--- config.mk ---
export PLATFORM = sky130hd
export DESIGN_NAME = pulse_frequency_duty_meter_flat
export DESIGN_NICKNAME = d
export VERILOG_FILES = /design/src/design/pfdm_pkg.sv /design/src/design/pfdm_in_if.sv /design/src/design/pfdm_out_if.sv /design/src/design/pfdm_front.sv /design/src/design/pfdm_queue.sv /design/src/design/pfdm_back.sv /design/src/design/pulse_frequency_duty_meter.sv /design/src/flat_wrapper.sv
export SDC_FILE = /design/constraint.sdc
export NUM_CORES = 1
export LEC_CHECK = 0
export BUFFER_PORTS_ARGS = -buffer_cell sky130_fd_sc_hd__clkbuf_2
export CORE_MARGIN = 2
export CORE_UTILIZATION = 25
export DETAILED_ROUTE_END_ITERATION = 7
export GPL_TIMING_DRIVEN = 0
export HOLD_SLACK_MARGIN = 0.03
export SLEW_MARGIN = 30
export SYNTH_ARGS = -nofsm -noshare
export SYNTH_HDL_FRONTEND = slang
export SYNTH_SLANG_ARGS = --single-unit
--- constraint.sdc ---
create_clock -name clk -period 8.88 [get_ports clk]
set_clock_uncertainty 0.2 [all_clocks]
set_input_delay 0.888 -clock clk [delete_from_list [all_inputs] [get_ports clk]]
set_output_delay 0.888 -clock clk [all_outputs]
set_load 0.01 [all_outputs]
--- src/design/pfdm_pkg.sv ---
// ----------------------------------------------------------------------------
// pfdm_pkg
// Shared widths, constants and the period record of the pulse meter.
// ----------------------------------------------------------------------------
package pfdm_pkg;

  localparam int COUNT_WIDTH = 24;
  localparam int TOT_W       = COUNT_WIDTH + 1;
  localparam int CLK_W       = 30;
  localparam int FREQ_W      = 29;
  localparam int DUTY_W      = 7;
  localparam int SCALE_W     = 7;
  localparam int MUL_W       = COUNT_WIDTH + SCALE_W;
  localparam int NUM_W       = (CLK_W > MUL_W) ? CLK_W : MUL_W;
  localparam int STEP_W      = $clog2(NUM_W);

  localparam int QUEUE_DEPTH = 2;
  localparam int QPTR_W      = (QUEUE_DEPTH > 1) ? $clog2(QUEUE_DEPTH) : 1;
  localparam int QCNT_W      = $clog2(QUEUE_DEPTH + 1);

  localparam logic [SCALE_W-1:0]     DUTY_SCALE     = SCALE_W'(100);
  localparam logic [COUNT_WIDTH-1:0] COUNT_MAX      = {COUNT_WIDTH{1'b1}};
  localparam logic [CLK_W-1:0]       CLOCK_HZ_RESET = CLK_W'(8000000);

  // one closed period, handed from the counter to the divider
  typedef struct packed {
    logic [COUNT_WIDTH-1:0] high_ticks;
    logic [COUNT_WIDTH-1:0] low_ticks;
    logic                   overflowed;
  } meas_t;

  // queue status seen by the counter
  typedef struct packed {
    logic full;
  } q_stat_t;

  // queue head seen by the divider
  typedef struct packed {
    logic  valid;
    meas_t data;
  } q_head_t;

endpackage

--- src/design/pfdm_in_if.sv ---
// ----------------------------------------------------------------------------
// pfdm_in_if
// Sample channel: one sampled level per word.
// ----------------------------------------------------------------------------
interface pfdm_in_if;
  logic valid;
  logic ready;
  logic level;

  modport source (output valid, output level, input ready);
  modport sink   (input valid, input level, output ready);
endinterface

--- src/design/pfdm_out_if.sv ---
// ----------------------------------------------------------------------------
// pfdm_out_if
// Result channel: frequency, duty cycle and saturation flag per period.
// ----------------------------------------------------------------------------
interface pfdm_out_if;
  logic        valid;
  logic        ready;
  logic [28:0] frequency_hz;
  logic [6:0]  duty_percent;
  logic        saturated;

  modport source (output valid, output frequency_hz, output duty_percent,
                  output saturated, input ready);
  modport sink   (input valid, input frequency_hz, input duty_percent,
                  input saturated, output ready);
endinterface

--- src/design/pfdm_front.sv ---
// ----------------------------------------------------------------------------
// pfdm_front
// Edge detector and saturating high/low tick counters; closes a period on
// each rising edge after a low phase and pushes it to the queue.
// ----------------------------------------------------------------------------
module pfdm_front (
  input  logic             clk,
  input  logic             rst_n,
  pfdm_in_if.sink          in_ch,
  input  pfdm_pkg::q_stat_t q_stat,
  output logic             push,
  output pfdm_pkg::meas_t  push_data
);

  typedef enum logic [1:0] {
    PH_WAIT,
    PH_HIGH,
    PH_LOW
  } phase_t;

  phase_t                           phase_r, phase_nxt;
  logic                             last_level_r, last_level_nxt;
  logic [pfdm_pkg::COUNT_WIDTH-1:0] high_r, high_nxt;
  logic [pfdm_pkg::COUNT_WIDTH-1:0] low_r, low_nxt;
  logic                             ovf_r, ovf_nxt;
  logic                             accept;

  assign in_ch.ready = !q_stat.full;
  assign accept      = in_ch.valid && in_ch.ready;

  assign push_data.high_ticks = high_r;
  assign push_data.low_ticks  = low_r;
  assign push_data.overflowed = ovf_r;

  always_comb begin
    phase_nxt      = phase_r;
    last_level_nxt = last_level_r;
    high_nxt       = high_r;
    low_nxt        = low_r;
    ovf_nxt        = ovf_r;
    push           = 1'b0;
    if (accept) begin
      last_level_nxt = in_ch.level;
      case (phase_r)
        PH_HIGH: begin
          if (in_ch.level) begin
            if (high_r == pfdm_pkg::COUNT_MAX) begin
              ovf_nxt = 1'b1;
            end else begin
              high_nxt = high_r + 1'b1;
            end
          end else begin
            low_nxt   = pfdm_pkg::COUNT_WIDTH'(1);
            phase_nxt = PH_LOW;
          end
        end
        PH_LOW: begin
          if (!in_ch.level) begin
            if (low_r == pfdm_pkg::COUNT_MAX) begin
              ovf_nxt = 1'b1;
            end else begin
              low_nxt = low_r + 1'b1;
            end
          end else begin
            // period closes; the rising tick is the first high tick of the next
            push      = 1'b1;
            phase_nxt = PH_HIGH;
            high_nxt  = pfdm_pkg::COUNT_WIDTH'(1);
            low_nxt   = '0;
            ovf_nxt   = 1'b0;
          end
        end
        default: begin
          if (in_ch.level && !last_level_r) begin
            phase_nxt = PH_HIGH;
            high_nxt  = pfdm_pkg::COUNT_WIDTH'(1);
            low_nxt   = '0;
            ovf_nxt   = 1'b0;
          end else begin
            phase_nxt = PH_WAIT;
          end
        end
      endcase
    end
  end

  always_ff @(posedge clk) begin
    if (!rst_n) begin
      phase_r      <= PH_WAIT;
      last_level_r <= 1'b0;
      high_r       <= '0;
      low_r        <= '0;
      ovf_r        <= 1'b0;
    end else begin
      phase_r      <= phase_nxt;
      last_level_r <= last_level_nxt;
      high_r       <= high_nxt;
      low_r        <= low_nxt;
      ovf_r        <= ovf_nxt;
    end
  end

endmodule

--- src/design/pfdm_queue.sv ---
// ----------------------------------------------------------------------------
// pfdm_queue
// Short FIFO of closed periods between the counter and the divider.
// ----------------------------------------------------------------------------
module pfdm_queue (
  input  logic              clk,
  input  logic              rst_n,
  input  logic              push,
  input  pfdm_pkg::meas_t   push_data,
  input  logic              pop,
  output pfdm_pkg::q_stat_t q_stat,
  output pfdm_pkg::q_head_t q_head
);

  pfdm_pkg::meas_t                  mem_r [pfdm_pkg::QUEUE_DEPTH];
  logic [pfdm_pkg::QPTR_W-1:0]      wr_ptr_r, wr_ptr_nxt;
  logic [pfdm_pkg::QPTR_W-1:0]      rd_ptr_r, rd_ptr_nxt;
  logic [pfdm_pkg::QCNT_W-1:0]      count_r, count_nxt;
  logic                             do_push, do_pop;

  assign q_stat.full  = (count_r == pfdm_pkg::QCNT_W'(pfdm_pkg::QUEUE_DEPTH));
  assign q_head.valid = (count_r != '0);
  assign q_head.data  = mem_r[rd_ptr_r];

  assign do_push = push && !q_stat.full;
  assign do_pop  = pop && q_head.valid;

  always_comb begin
    wr_ptr_nxt = wr_ptr_r;
    rd_ptr_nxt = rd_ptr_r;
    count_nxt  = count_r;
    if (do_push) begin
      wr_ptr_nxt = (wr_ptr_r == pfdm_pkg::QPTR_W'(pfdm_pkg::QUEUE_DEPTH - 1)) ?
                   '0 : wr_ptr_r + 1'b1;
    end
    if (do_pop) begin
      rd_ptr_nxt = (rd_ptr_r == pfdm_pkg::QPTR_W'(pfdm_pkg::QUEUE_DEPTH - 1)) ?
                   '0 : rd_ptr_r + 1'b1;
    end
    if (do_push && !do_pop) begin
      count_nxt = count_r + 1'b1;
    end else if (do_pop && !do_push) begin
      count_nxt = count_r - 1'b1;
    end
  end

  always_ff @(posedge clk) begin
    if (!rst_n) begin
      wr_ptr_r <= '0;
      rd_ptr_r <= '0;
      count_r  <= '0;
    end else begin
      wr_ptr_r <= wr_ptr_nxt;
      rd_ptr_r <= rd_ptr_nxt;
      count_r  <= count_nxt;
    end
  end

  always_ff @(posedge clk) begin
    if (do_push) begin
      mem_r[wr_ptr_r] <= push_data;
    end
  end

endmodule

--- src/design/pfdm_back.sv ---
// ----------------------------------------------------------------------------
// pfdm_back
// Bit-serial restoring divider: frequency and duty quotients share one loop,
// one quotient bit of each per cycle, then a result register on the output.
// ----------------------------------------------------------------------------
module pfdm_back (
  input  logic                       clk,
  input  logic                       rst_n,
  input  logic [pfdm_pkg::CLK_W-1:0] clock_hz,
  input  pfdm_pkg::q_head_t          q_head,
  output logic                       pop,
  pfdm_out_if.source                 out_ch
);

  typedef enum logic [1:0] {
    ST_IDLE,
    ST_DIV,
    ST_HOLD
  } state_t;

  localparam int NUM_W = pfdm_pkg::NUM_W;
  localparam int TOT_W = pfdm_pkg::TOT_W;

  state_t                       state_r, state_nxt;
  logic [pfdm_pkg::STEP_W-1:0]  step_r, step_nxt;
  logic [NUM_W-1:0]             num_f_r, num_f_nxt;
  logic [NUM_W-1:0]             num_d_r, num_d_nxt;
  logic [TOT_W-1:0]             rem_f_r, rem_f_nxt;
  logic [TOT_W-1:0]             rem_d_r, rem_d_nxt;
  logic [TOT_W-1:0]             div_r, div_nxt;
  logic                         sat_r, sat_nxt;
  logic                         out_valid_r, out_valid_nxt;
  logic [pfdm_pkg::FREQ_W-1:0]  out_freq_r, out_freq_nxt;
  logic [pfdm_pkg::DUTY_W-1:0]  out_duty_r, out_duty_nxt;
  logic                         out_sat_r, out_sat_nxt;

  logic [pfdm_pkg::MUL_W-1:0]   prod;
  logic [TOT_W:0]               sh_f, sh_d;
  logic                         ge_f, ge_d;
  logic                         out_free;

  assign out_ch.valid        = out_valid_r;
  assign out_ch.frequency_hz = out_freq_r;
  assign out_ch.duty_percent = out_duty_r;
  assign out_ch.saturated    = out_sat_r;

  assign out_free = !out_valid_r || out_ch.ready;
  assign pop      = (state_r == ST_IDLE) && q_head.valid;

  assign prod = pfdm_pkg::MUL_W'(q_head.data.high_ticks) *
                pfdm_pkg::MUL_W'(pfdm_pkg::DUTY_SCALE);

  // restoring step: partial remainder always stays below the divisor
  assign sh_f = {rem_f_r, num_f_r[NUM_W-1]};
  assign sh_d = {rem_d_r, num_d_r[NUM_W-1]};
  assign ge_f = (sh_f >= {1'b0, div_r});
  assign ge_d = (sh_d >= {1'b0, div_r});

  always_comb begin
    state_nxt     = state_r;
    step_nxt      = step_r;
    num_f_nxt     = num_f_r;
    num_d_nxt     = num_d_r;
    rem_f_nxt     = rem_f_r;
    rem_d_nxt     = rem_d_r;
    div_nxt       = div_r;
    sat_nxt       = sat_r;
    out_valid_nxt = out_valid_r && !out_ch.ready;
    out_freq_nxt  = out_freq_r;
    out_duty_nxt  = out_duty_r;
    out_sat_nxt   = out_sat_r;
    case (state_r)
      ST_IDLE: begin
        if (q_head.valid) begin
          num_f_nxt = NUM_W'(clock_hz);
          num_d_nxt = NUM_W'(prod);
          rem_f_nxt = '0;
          rem_d_nxt = '0;
          div_nxt   = TOT_W'(q_head.data.high_ticks) + TOT_W'(q_head.data.low_ticks);
          sat_nxt   = q_head.data.overflowed;
          step_nxt  = pfdm_pkg::STEP_W'(NUM_W - 1);
          state_nxt = ST_DIV;
        end
      end
      ST_DIV: begin
        rem_f_nxt = ge_f ? TOT_W'(sh_f - {1'b0, div_r}) : sh_f[TOT_W-1:0];
        rem_d_nxt = ge_d ? TOT_W'(sh_d - {1'b0, div_r}) : sh_d[TOT_W-1:0];
        num_f_nxt = {num_f_r[NUM_W-2:0], ge_f};
        num_d_nxt = {num_d_r[NUM_W-2:0], ge_d};
        step_nxt  = step_r - 1'b1;
        if (step_r == '0) begin
          state_nxt = ST_HOLD;
        end
      end
      ST_HOLD: begin
        if (out_free) begin
          out_valid_nxt = 1'b1;
          out_freq_nxt  = num_f_r[pfdm_pkg::FREQ_W-1:0];
          out_duty_nxt  = num_d_r[pfdm_pkg::DUTY_W-1:0];
          out_sat_nxt   = sat_r;
          state_nxt     = ST_IDLE;
        end
      end
      default: begin
        state_nxt = ST_IDLE;
      end
    endcase
  end

  always_ff @(posedge clk) begin
    if (!rst_n) begin
      state_r     <= ST_IDLE;
      out_valid_r <= 1'b0;
    end else begin
      state_r     <= state_nxt;
      out_valid_r <= out_valid_nxt;
    end
  end

  always_ff @(posedge clk) begin
    step_r     <= step_nxt;
    num_f_r    <= num_f_nxt;
    num_d_r    <= num_d_nxt;
    rem_f_r    <= rem_f_nxt;
    rem_d_r    <= rem_d_nxt;
    div_r      <= div_nxt;
    sat_r      <= sat_nxt;
    out_freq_r <= out_freq_nxt;
    out_duty_r <= out_duty_nxt;
    out_sat_r  <= out_sat_nxt;
  end

endmodule

--- src/design/pulse_frequency_duty_meter.sv ---
// ----------------------------------------------------------------------------
// pulse_frequency_duty_meter
// Measures period, frequency and duty cycle of a sampled digital wave.
//
//   channel   dir  word                                       handshake
//   in_ch     in   level                                      valid/ready
//   out_ch    out  frequency_hz, duty_percent, saturated      valid/ready
//   cfg_*     in   clock_hz (cfg_wdata)                       cfg_we, no wait
//
// The counter takes one sample per cycle; in_ch.ready drops only while the
// two-entry period queue is full.
// Each closed period passes the divider as a load, 31 bit-serial steps and an
// output load; this loop sets the sustained result rate.
// Synchronous active-low reset; clock_hz resets to 8000000.
// A stalled result holds in the output register while the divider works on
// the next queued period.
// ----------------------------------------------------------------------------
module pulse_frequency_duty_meter (
  input  logic                       clk,
  input  logic                       rst_n,
  input  logic                       cfg_we,
  input  logic [pfdm_pkg::CLK_W-1:0] cfg_wdata,
  pfdm_in_if.sink                    in_ch,
  pfdm_out_if.source                 out_ch
);

  logic [pfdm_pkg::CLK_W-1:0] clock_hz_r, clock_hz_nxt;
  pfdm_pkg::q_stat_t          q_stat;
  pfdm_pkg::q_head_t          q_head;
  pfdm_pkg::meas_t            push_data;
  logic                       push;
  logic                       pop;

  assign clock_hz_nxt = cfg_we ? cfg_wdata : clock_hz_r;

  always_ff @(posedge clk) begin
    if (!rst_n) begin
      clock_hz_r <= pfdm_pkg::CLOCK_HZ_RESET;
    end else begin
      clock_hz_r <= clock_hz_nxt;
    end
  end

  pfdm_front u_front (
    .clk       (clk),
    .rst_n     (rst_n),
    .in_ch     (in_ch),
    .q_stat    (q_stat),
    .push      (push),
    .push_data (push_data)
  );

  pfdm_queue u_queue (
    .clk       (clk),
    .rst_n     (rst_n),
    .push      (push),
    .push_data (push_data),
    .pop       (pop),
    .q_stat    (q_stat),
    .q_head    (q_head)
  );

  pfdm_back u_back (
    .clk      (clk),
    .rst_n    (rst_n),
    .clock_hz (clock_hz_r),
    .q_head   (q_head),
    .pop      (pop),
    .out_ch   (out_ch)
  );

  // a period word must never be dropped at a full queue
  a_no_push_when_full: assert property (@(posedge clk) disable iff (!rst_n)
    q_stat.full |-> !push)
    else $error("period pushed into full queue");

  // every queued period spans at least one high and one low tick
  a_divisor_nonzero: assert property (@(posedge clk) disable iff (!rst_n)
    pop |-> (q_head.data.high_ticks != '0 && q_head.data.low_ticks != '0))
    else $error("queued period with empty phase");

  // high ticks never exceed the period, so duty stays within range
  a_duty_range: assert property (@(posedge clk) disable iff (!rst_n)
    out_ch.valid |-> (out_ch.duty_percent < 7'd100))
    else $error("duty out of range");

endmodule

--- src/flat_wrapper.sv ---
// flat-port wrapper written by rule: the top's interface ports become plain ports
module pulse_frequency_duty_meter_flat 
  (clk, rst_n, cfg_we, cfg_wdata, in_ch_valid, in_ch_level, in_ch_ready, out_ch_valid, out_ch_frequency_hz, out_ch_duty_percent, out_ch_saturated, out_ch_ready);
  pfdm_in_if in_ch_i ();
  pfdm_out_if out_ch_i ();
  input  logic clk;
  input  logic rst_n;
  input  logic cfg_we;
  input  logic [pfdm_pkg::CLK_W-1:0] cfg_wdata;
  input wire logic [$bits(in_ch_i.valid)-1:0] in_ch_valid;
  input wire logic [$bits(in_ch_i.level)-1:0] in_ch_level;
  output wire logic [$bits(in_ch_i.ready)-1:0] in_ch_ready;
  output wire logic [$bits(out_ch_i.valid)-1:0] out_ch_valid;
  output wire logic [$bits(out_ch_i.frequency_hz)-1:0] out_ch_frequency_hz;
  output wire logic [$bits(out_ch_i.duty_percent)-1:0] out_ch_duty_percent;
  output wire logic [$bits(out_ch_i.saturated)-1:0] out_ch_saturated;
  input wire logic [$bits(out_ch_i.ready)-1:0] out_ch_ready;
  assign in_ch_i.valid = in_ch_valid;
  assign in_ch_i.level = in_ch_level;
  assign in_ch_ready = in_ch_i.ready;
  assign out_ch_valid = out_ch_i.valid;
  assign out_ch_frequency_hz = out_ch_i.frequency_hz;
  assign out_ch_duty_percent = out_ch_i.duty_percent;
  assign out_ch_saturated = out_ch_i.saturated;
  assign out_ch_i.ready = out_ch_ready;
  pulse_frequency_duty_meter u_core (.clk(clk), .rst_n(rst_n), .cfg_we(cfg_we), .cfg_wdata(cfg_wdata), .in_ch(in_ch_i), .out_ch(out_ch_i));
endmodule
## Word level (Yosys, flattened, before mapping)

Memories as Yosys holds them, arrays and structs flattened. A register that Yosys moved wholly into a read port is not among the register bits.
Cells that the tools add are included.

| word-level totals | value |
|---|---|
| flip-flop bits (word level) | 269 |
| RAM bits | 98 |
| logic and storage cells | 129 |
| memories | 1 |

| cells by class | value |
|---|---|
| $add $sub $neg | 10 |
| multipliers | 1 |
| $lt $le $gt $ge | 2 |
| equal/unequal tests | 17 |
| muxes and demuxes | 48 |
| reduce and logical (&&, ||, !) cells | 29 |

Memory list:

| memory | words | width | read ports | clocked after Yosys merged registers in | write ports | RTL line | RTL |
|---|---|---|---|---|---|---|---|
| u_core.u_queue.mem_r | 2 | 49 | 1 | 1 | 1 | pfdm_queue.sv:15 | `pfdm_pkg::meas_t mem_r [pfdm_pkg::QUEUE_DEPTH];` |

Operators with widths:

| operator | number |
|---|---|
| 2-to-1 mux 24 bit | 8 |
| one-hot mux 31 bit (2 select lines) | 2 |
| one-hot mux 25 bit (2 select lines) | 2 |
| one-hot mux 24 bit (2 select lines) | 2 |
| 2-to-1 mux 25 bit | 3 |
| 2-to-1 mux 31 bit | 2 |
| >= comparator 26 x 25 -> 1 bit | 2 |
| subtractor 25 bit | 2 |
| adder 24 x 1 -> 24 bit (second input constant) | 2 |
| == test 24 bit (second input constant) | 2 |
| multiplier 24 x 5 -> 29 bit (second input constant) | 1 |
| adder 24 x 24 -> 25 bit | 1 |
| 2-to-1 mux 1 bit | 17 |
| inequality test 2 bit (second input constant) | 8 |
| 2-to-1 mux 2 bit | 7 |
| one-hot mux 5 bit (2 select lines) | 1 |
| AND reduction 5 bit | 2 |
| logical AND 1 bit | 8 |
| == test 2 bit (second input constant) | 3 |
| zero test 1 bit | 6 |
| inequality test 3 bit (second input constant) | 2 |
| one-hot mux 2 bit (3 select lines) | 1 |
| AND reduction 2 bit | 3 |
| AND reduction 3 bit | 2 |
| other kinds (14) | 18 |

## Depth between registers and ports, before layout

Gate-level depths: netlist of the first run.

| depth | value |
|---|---|
| word-level depth | 9 |
| gate-level depth with buffers | 19 |
| mapped depth without buffers | 16 |

## Hierarchy

A second synthesis of the first run with hierarchy kept.

| unflattened totals | value |
|---|---|
| cell total of the unflattened synthesis | 2041 |
| area total of the unflattened synthesis | 21435.6 um^2 |

Modules (own cells, without submodules):

| module | instances | cells an instance | area each (um^2) | seq. area each (um^2) |
|---|---|---|---|---|
| pfdm_back | 1 | 1358 | 13315.3 | 5465.2 |
| pfdm_queue | 1 | 177 | 3764.9 | 3042.9 |
| pfdm_front | 1 | 409 | 3201.8 | 1041.0 |
| pulse_frequency_duty_meter | 1 | 97 | 1153.6 | 600.6 |

## Least setup slack after synthesis of the first run

OpenSTA, ideal clock, no wires.

| path | value |
|---|---|
| kind | register to register |
| start | register u_core.u_queue.count_r[0] (netlist name) |
| end | register u_core.u_back.num_d_r[0], enable pin |
| library setup time | 0.595 ns |
| data arrival time | 5.331 ns |
| path slack | 2.754 ns |
| stages on the path, launching flop included | 3 |
| buffers on the path | 0 |
| period minus slack after synthesis | 6.126 ns |
| cell sequence | dfxtp_1 nor3_1 nor2_1 |

| on the way | value |
|---|---|
| longest elaborated chain between the ends | 3 |

RTL lines:

| item | RTL line | RTL |
|---|---|---|
| from (decl) | pfdm_queue.sv:18 | `logic [pfdm_pkg::QCNT_W-1:0] count_r, count_nxt;` |
| from (signal assigned) | pfdm_queue.sv:55 | `count_r <= count_nxt;` |
| nonzero test 2 bit | pfdm_queue.sv:22 | `assign q_head.valid = (count_r != '0);` |
| inequality test 2 bit (no source line) | - |  |
| AND reduction 2 bit (no source line) | - |  |
| to (signal assigned) | pfdm_back.sv:123 | `num_d_r <= num_d_nxt;` |
| to (decl) | pfdm_back.sv:27 | `logic [NUM_W-1:0] num_d_r, num_d_nxt;` |

Every way passes these cells.
A chain may end at the register's enable or synchronous reset.

==> qor.yml, run 1 <==
status: "finished clean"
area_delta_synth_final_pct: 16.7
syn_inst: 2047
finalSetupTns_ns: 0
syn_area_mm2: 0.0212
coreArea_mm2: 0.0840
viasPerCell: 4.53
fin_ws_ns: 2.75
ys_seq_elements: 368
wl_um: 51500
holdWs_ns: 0.217
synthMuxAreaShare: 0.0531
tightestPinTransition_ns: 0.918
drt_first_iter_violations: 967
synth.most_common_cell: "edfxtp_1"
drc: 0
post_cts.resized_instances: 0
crit_path_start_kind: "flop"
synth_flop_cell: "edfxtp_1"
routabilityCongestion: 0.861
synthXorXnorAreaFrac: 0.0342
vias: 15148
synth_top_family_by_area: "simple AND/OR/NAND/NOR gates"
cts_buffer_depth: 3
report.final.slew_viol_count: 0
clock_latency_ns: 0.57
synth_common_cells: "edfxtp_1, nand2_1, ha_1"
final_nets: 2389
utilization: 0.295
drtPass1Iterations: 5
critPathMaxFanout: 10
cp.required_ns: 8.96
ys_seq_area_frac: 0.478
ys_types: 81
fmax_ghz: 0.163
finalCritPeriodShare: 0.690
relSlewSlack: 0.388
cp.arrival_ns: 6.21
slowest_stage: "buf_1"
worstRegToRegCells: 18
chipWidth_um: 296
grt_pass1_wl_um: 80900
postCtsSetupBuffers: 0
synth_edf_count: 278
io_buffers: 73
yosys.area_share.simple: 0.145
synth_area_leader_cell: "edfxtp_1"
antenna_found_initial: 2
io_pins: 75
cts_hold_buffers: 0
m1WireLength_um: 24100
period_needed_ns: 6.13
h-tree-depth: 2
grt_max_degree: 42
synth_fa_ha_area_frac: 0.113
rsz0062_at_grt: "no"
grt_pass1_vias: 14583
syn_nets: 2262
numCtsBuffers: 42
setup_violations: 0
tritoncts: "built"
wl_per_cell_um: 15.4
drv_cap: 0
synth_area_leaders: "edfxtp_1, ha_1, dfxtp_1"
start_util: 0.253
dieArea_mm2: 0.0873
crit_chain: "buf_1 -> buf_1 -> mux2i_1 -> inv_1 -> ha_1 -> ha_1 -> inv_1 -> fa_1 -> inv_1 -> ha_1 -> a21o_1 -> a2111o_1 -> a211oi_2 -> nor4_1 -> a211o_1 -> o32ai_1 -> xor2_1 -> a21oi_1"
synth.top_cell.area_share: 0.393
nFillCells: 8637
place_ws_ns: 2.71
cts_sinks: 368
clk_pin_slew_ns: 0.06
grt_usage: 0.117
async_flop_share: 0
rows: 106
dr_wl_met3_um: 1870
hold_depth: 0
syn_area_per_cell_um2: 10.4
clock-root-buffer: "clkbuf_16"
finalHoldViolCount: 0
wl_met2_um: 23700
ant_nets: 0
hpwl_um: 39600
setup.worst_path.class: "flop to flop"
grt-ovfl-total: 0
die_y_um: 296
ys_warn_count: 0
hold_class: "flop to flop"
critPathCaptureType: "flop"
cp_slowest_stage_delay_ns: 0.60
synth_compound_area_frac: 0.135
top_layer: "met5"
drive_gt1_frac: 0.0992
-- flip-flops by register name, indices dropped and copies added, names as in the netlist, 5 cells and up, named ones only --
name,count
u_core.u_queue.mem_r,98
u_core.u_front.high_r,24
u_core.u_back.div_r,25
u_core.u_back.num_f_r,31
u_core.u_back.num_d_r,31
u_core.u_back.out_ch.frequency_hz,29
u_core.clock_hz_r,30
u_core.u_back.rem_d_r,25
u_core.u_front.low_r,24
u_core.u_back.step_r,5
u_core.u_back.rem_f_r,25
u_core.u_back.out_ch.duty_percent,7
-- layout by cell type, fill, tap and decap left out, types with 13 or more instances in the layout --
master,netlist,layout
a21oi_1,120,120
ha_1,157,157
nor3_1,35,35
and3_1,18,18
inv_1,147,146
a21o_1,39,39
xor2_1,38,38
xnor2_1,45,45
mux2i_1,79,79
o21ai_0,98,98
a211oi_1,13,13
edfxtp_1,278,278
nand4_1,19,19
nand3_1,56,56
dfxtp_1,90,90
a21boi_0,16,16
mux2_2,30,30
nor2_1,132,130
a31oi_1,17,17
nand2b_1,21,21
clkbuf_1,54,64
o21a_1,32,32
nor2b_1,50,49
clkbuf_16,0,43
nand2_1,236,236
clkbuf_2,0,73
and2_1,22,21
fa_1,22,22
-- cell families after synthesis --
logic type	Yosys count
mux	109
buf+inv	223
flops	368
simple gates	648
compound gates	437
xor+xnor	83
fa+ha+maj	179
-- path summary, 6_finish.rpt --
path                  startpoint                              to  slack [ns]
max reg2reg                 flop       u_core.u_back.num_d_r[28]        2.75
min reg2reg  u_core.u_back.sat_r  u_core.u_back.out_ch.saturated        0.22
min          u_core.u_back.sat_r  u_core.u_back.out_ch.saturated        0.22
max                         flop       u_core.u_back.num_d_r[28]        2.75
-- critical path: cells and delay by family (launching register included) --
kind,cells,cell delay [ns]
buffers and inverters,5,1.45
multiplexers,1,0.46
AND/OR/NAND/NOR,1,0.10
XOR/XNOR,1,0.18
adder cells (fa/ha/maj),4,1.48
AO/OA/AOI/OAI,6,1.57
flip-flops,1,0.39
-- cell type report --
class | count | area, um2 | share of cell area
clock buffers | 54 | 1130 | 0.0455
plain buffers | 76 | 322 | 0.0130
clock inverters | 24 | 340 | 0.0137
repair buffers | 83 | 633 | 0.0255
well taps | 1134 | 1420 | 0.0572
diodes | 1 | 2.50 | 0.000101
flip-flops and latches | 368 | 10100 | 0.409
multi-input cells | 1456 | 10200 | 0.413
inverters | 147 | 552 | 0.0223
-- routing by layer --
layer  vias to the layer above  track usage
met5                         -            0
met3                        91       0.0163
met4                         4       0.0449
li1                       7644            -
met2                       246        0.191
met1                      7163        0.157
-- through the flow --
stage | cell area (um2) | instances
floorplan | 21200 | 2047
global placement | 23000 | 3254
detailed placement | 23300 | 3264
CTS | 24800 | 3342
global route | 24800 | 3342
finish | 24800 | 3343
Power of run 1 is not shown: default switching activity piles up to over one toggle a cycle in this logic, so the estimate is an artifact.
==> run 2, diff against run 1 <==
clock period = 5.6 ns   (was 8.88 ns; I/O delays follow)
==> run 2 against run 1 <==
- register-to-register slack worse by 2.5 ns
- global-route usage up 0.052 points
- fmax up 15%
- cell area up 0.39%
- wire length up 1.1%
- flip-flop and latch count unchanged
- worst hold slack worse by 0.15 ns
- core utilization up 0.12 points
- die area unchanged
- largest cell class unchanged
==> qor.yml, run 2 (same netlist as run 1, synthesis figures left out) <==
final_nets: 2397  # was 2389
critPathCaptureType: "flop"  # unchanged
multi_input_area_mm2: 0.0103  # was 0.0102 mm2
layout_common_cells: "edfxtp_1, nand2_1, ha_1"  # unchanged
cp.required_ns: 5.68  # was 8.96 ns
finalCritPeriodShare: 0.950  # was 0.690
wl_um: 52000  # was 51500 um
relSlewSlack: 0.347  # was 0.388
period_needed_ns: 5.32  # was 6.13 ns
die_y_um: 296  # unchanged
m1WireLength_um: 24400  # was 24100 um
cp.arrival_ns: 5.40  # was 6.21 ns
numCtsBuffers: 42  # unchanged
io_buffers: 73  # unchanged
rows: 106  # unchanged
viasPerCell: 4.57  # was 4.53
final_common_cell: "edfxtp_1"  # unchanged
finalSetupTns_ns: 0  # unchanged
largest_register_ffs: 98  # unchanged
drv_cap: 0  # unchanged
hpwl_um: 39600  # about the same
cts_sinks: 368  # unchanged
hold_class: "input port to flop"  # was flop to flop
routabilityCongestion: 0.857  # was 0.861
grt_pass1_wl_um: 81200  # was 80900 um
drtPass1Iterations: 5  # unchanged
io_pins: 75  # unchanged
grt_max_degree: 46  # was 42
num_antenna_cells: 0  # was 1
tightestPinTransition_ns: 0.979  # was 0.918 ns
tritoncts: "built"  # unchanged
regArea_mm2: 0.0101  # unchanged
ant_nets: 0  # unchanged
setup.worst_path.class: "flop to flop"  # unchanged
start_util: 0.253  # unchanged
clk_pin_slew_ns: 0.06  # about the same
area_delta_synth_final_pct: 17.2  # was 16.7%
drive_gt1_frac: 0.103  # was 0.0992
status: "finished clean"  # unchanged
drc: 0  # unchanged
coreArea_mm2: 0.0840  # unchanged
chipWidth_um: 296  # unchanged
fmax_ghz: 0.188  # was 0.163 GHz
clock-root-buffer: "clkbuf_16"  # unchanged
grt-ovfl-total: 0  # unchanged
dr_wl_met3_um: 2060  # was 1870 um
dieArea_mm2: 0.0873  # unchanged
largest_register: "u_core.u_queue.mem_r"  # unchanged
grt_pass1_vias: 14449  # was 14.6k
nFillCells: 8661  # was 8637
largestRegisters: "u_core.u_queue.mem_r: 98 flops, u_core.u_back.num_d_r: 31 flops, u_core.u_back.num_f_r: 31 flops"  # unchanged
wl_met2_um: 24400  # was 23700 um
setup_violations: 0  # unchanged
clock_latency_ns: 0.57  # about the same
crit_path_start_kind: "flop"  # unchanged
vias: 15299  # was 15.1k
grt_usage: 0.117  # about the same
postCtsSetupBuffers: 0  # unchanged
critPathMaxFanout: 10  # unchanged
top_layer: "met5"  # unchanged
finalHoldViolCount: 0  # unchanged
drt_first_iter_violations: 1152  # was 967
wl_per_cell_um: 15.5  # was 15.4 um
report.final.slew_viol_count: 0  # unchanged
cts_buffer_depth: 3  # unchanged
rsz0062_at_grt: "no"  # unchanged
antenna_found_initial: 2  # unchanged
h-tree-depth: 2  # unchanged
[run 2: changes by cell type in the layout (fill, tap and decap cells not counted), sizes merged]
cell,previous run,this run
buf,32,31
inv,147,149
diode,1,0
clkinv,15,11
dlygate4sd3,0,8
clkinvlp,1,2
[run 2: path summary, 6_finish.rpt]
kind,startpoint,to,slack (ns),cells after the start
max,flop,u_core.u_back.num_d_r[28],0.28,18
min,cfg_wdata[1],u_core.clock_hz_r[1],0.07,3
max reg2reg,flop,u_core.u_back.num_d_r[28],0.28,18
min reg2reg,u_core.u_back.sat_r,u_core.u_back.out_ch.saturated,0.22,0
[run 2: timing repair]
action                                  CTS  global route
gates resized for setup                   4             7
hold endpoints to repair                  8             0
hold buffers                              8             0
endpoints found under the setup margin   12             6
[run 2: metrics by stage]
step,worst slack (ns),hold WS [ns],util,cells,cell area [um2]
2_1_floorplan,0.378,0.200,-,2047,21200
3_3_place_gp,-0.594,0.220,0.274,3254,23000
6_report,0.280,0.0658,0.296,3348,24900
4_1_cts,0.0519,0.0343,0.296,3348,24900
3_5_place_dp,-0.596,0.206,0.278,3264,23300
5_1_grt,0.0102,0.0588,0.296,3348,24900
[run 2: worst max-delay path, stage by stage, from the launching register on]
cell and delay [ns]:
dfxtp_1 0.40, clkbuf_4 0.28, buf_6 0.21, mux2i_2 0.31, inv_1 0.19, ha_1 0.33
ha_1 0.28, inv_1 0.05, fa_1 0.50, inv_1 0.04, ha_1 0.38, a21o_1 0.22
a2111o_1 0.41, a211oi_2 0.28, nor4_1 0.11, a211o_1 0.31, o32ai_1 0.27, xor2_1 0.18
a21oi_1 0.08
[run 2: area by class of cell]
type | instances | share of cell area
Inverter | 147 | 0.0222
Multi-Input combinational cell | 1456 | 0.412
Buffer | 76 | 0.0134
Timing Repair Buffer | 91 | 0.0285
Clock buffer | 53 | 0.0459
Clock inverter | 23 | 0.0128
Tap cell | 1134 | 0.0570
Sequential cell | 368 | 0.408
[run 2: per-layer routing]
metal / up-vias / global-route usage
met1: 7261 / 0.162
met2: 293 / 0.192
li1: 7674 / -
met4: 4 / 0.0359
met5: - / 0
met3: 67 / 0.0142
Power of run 2 is left out for the same reason.
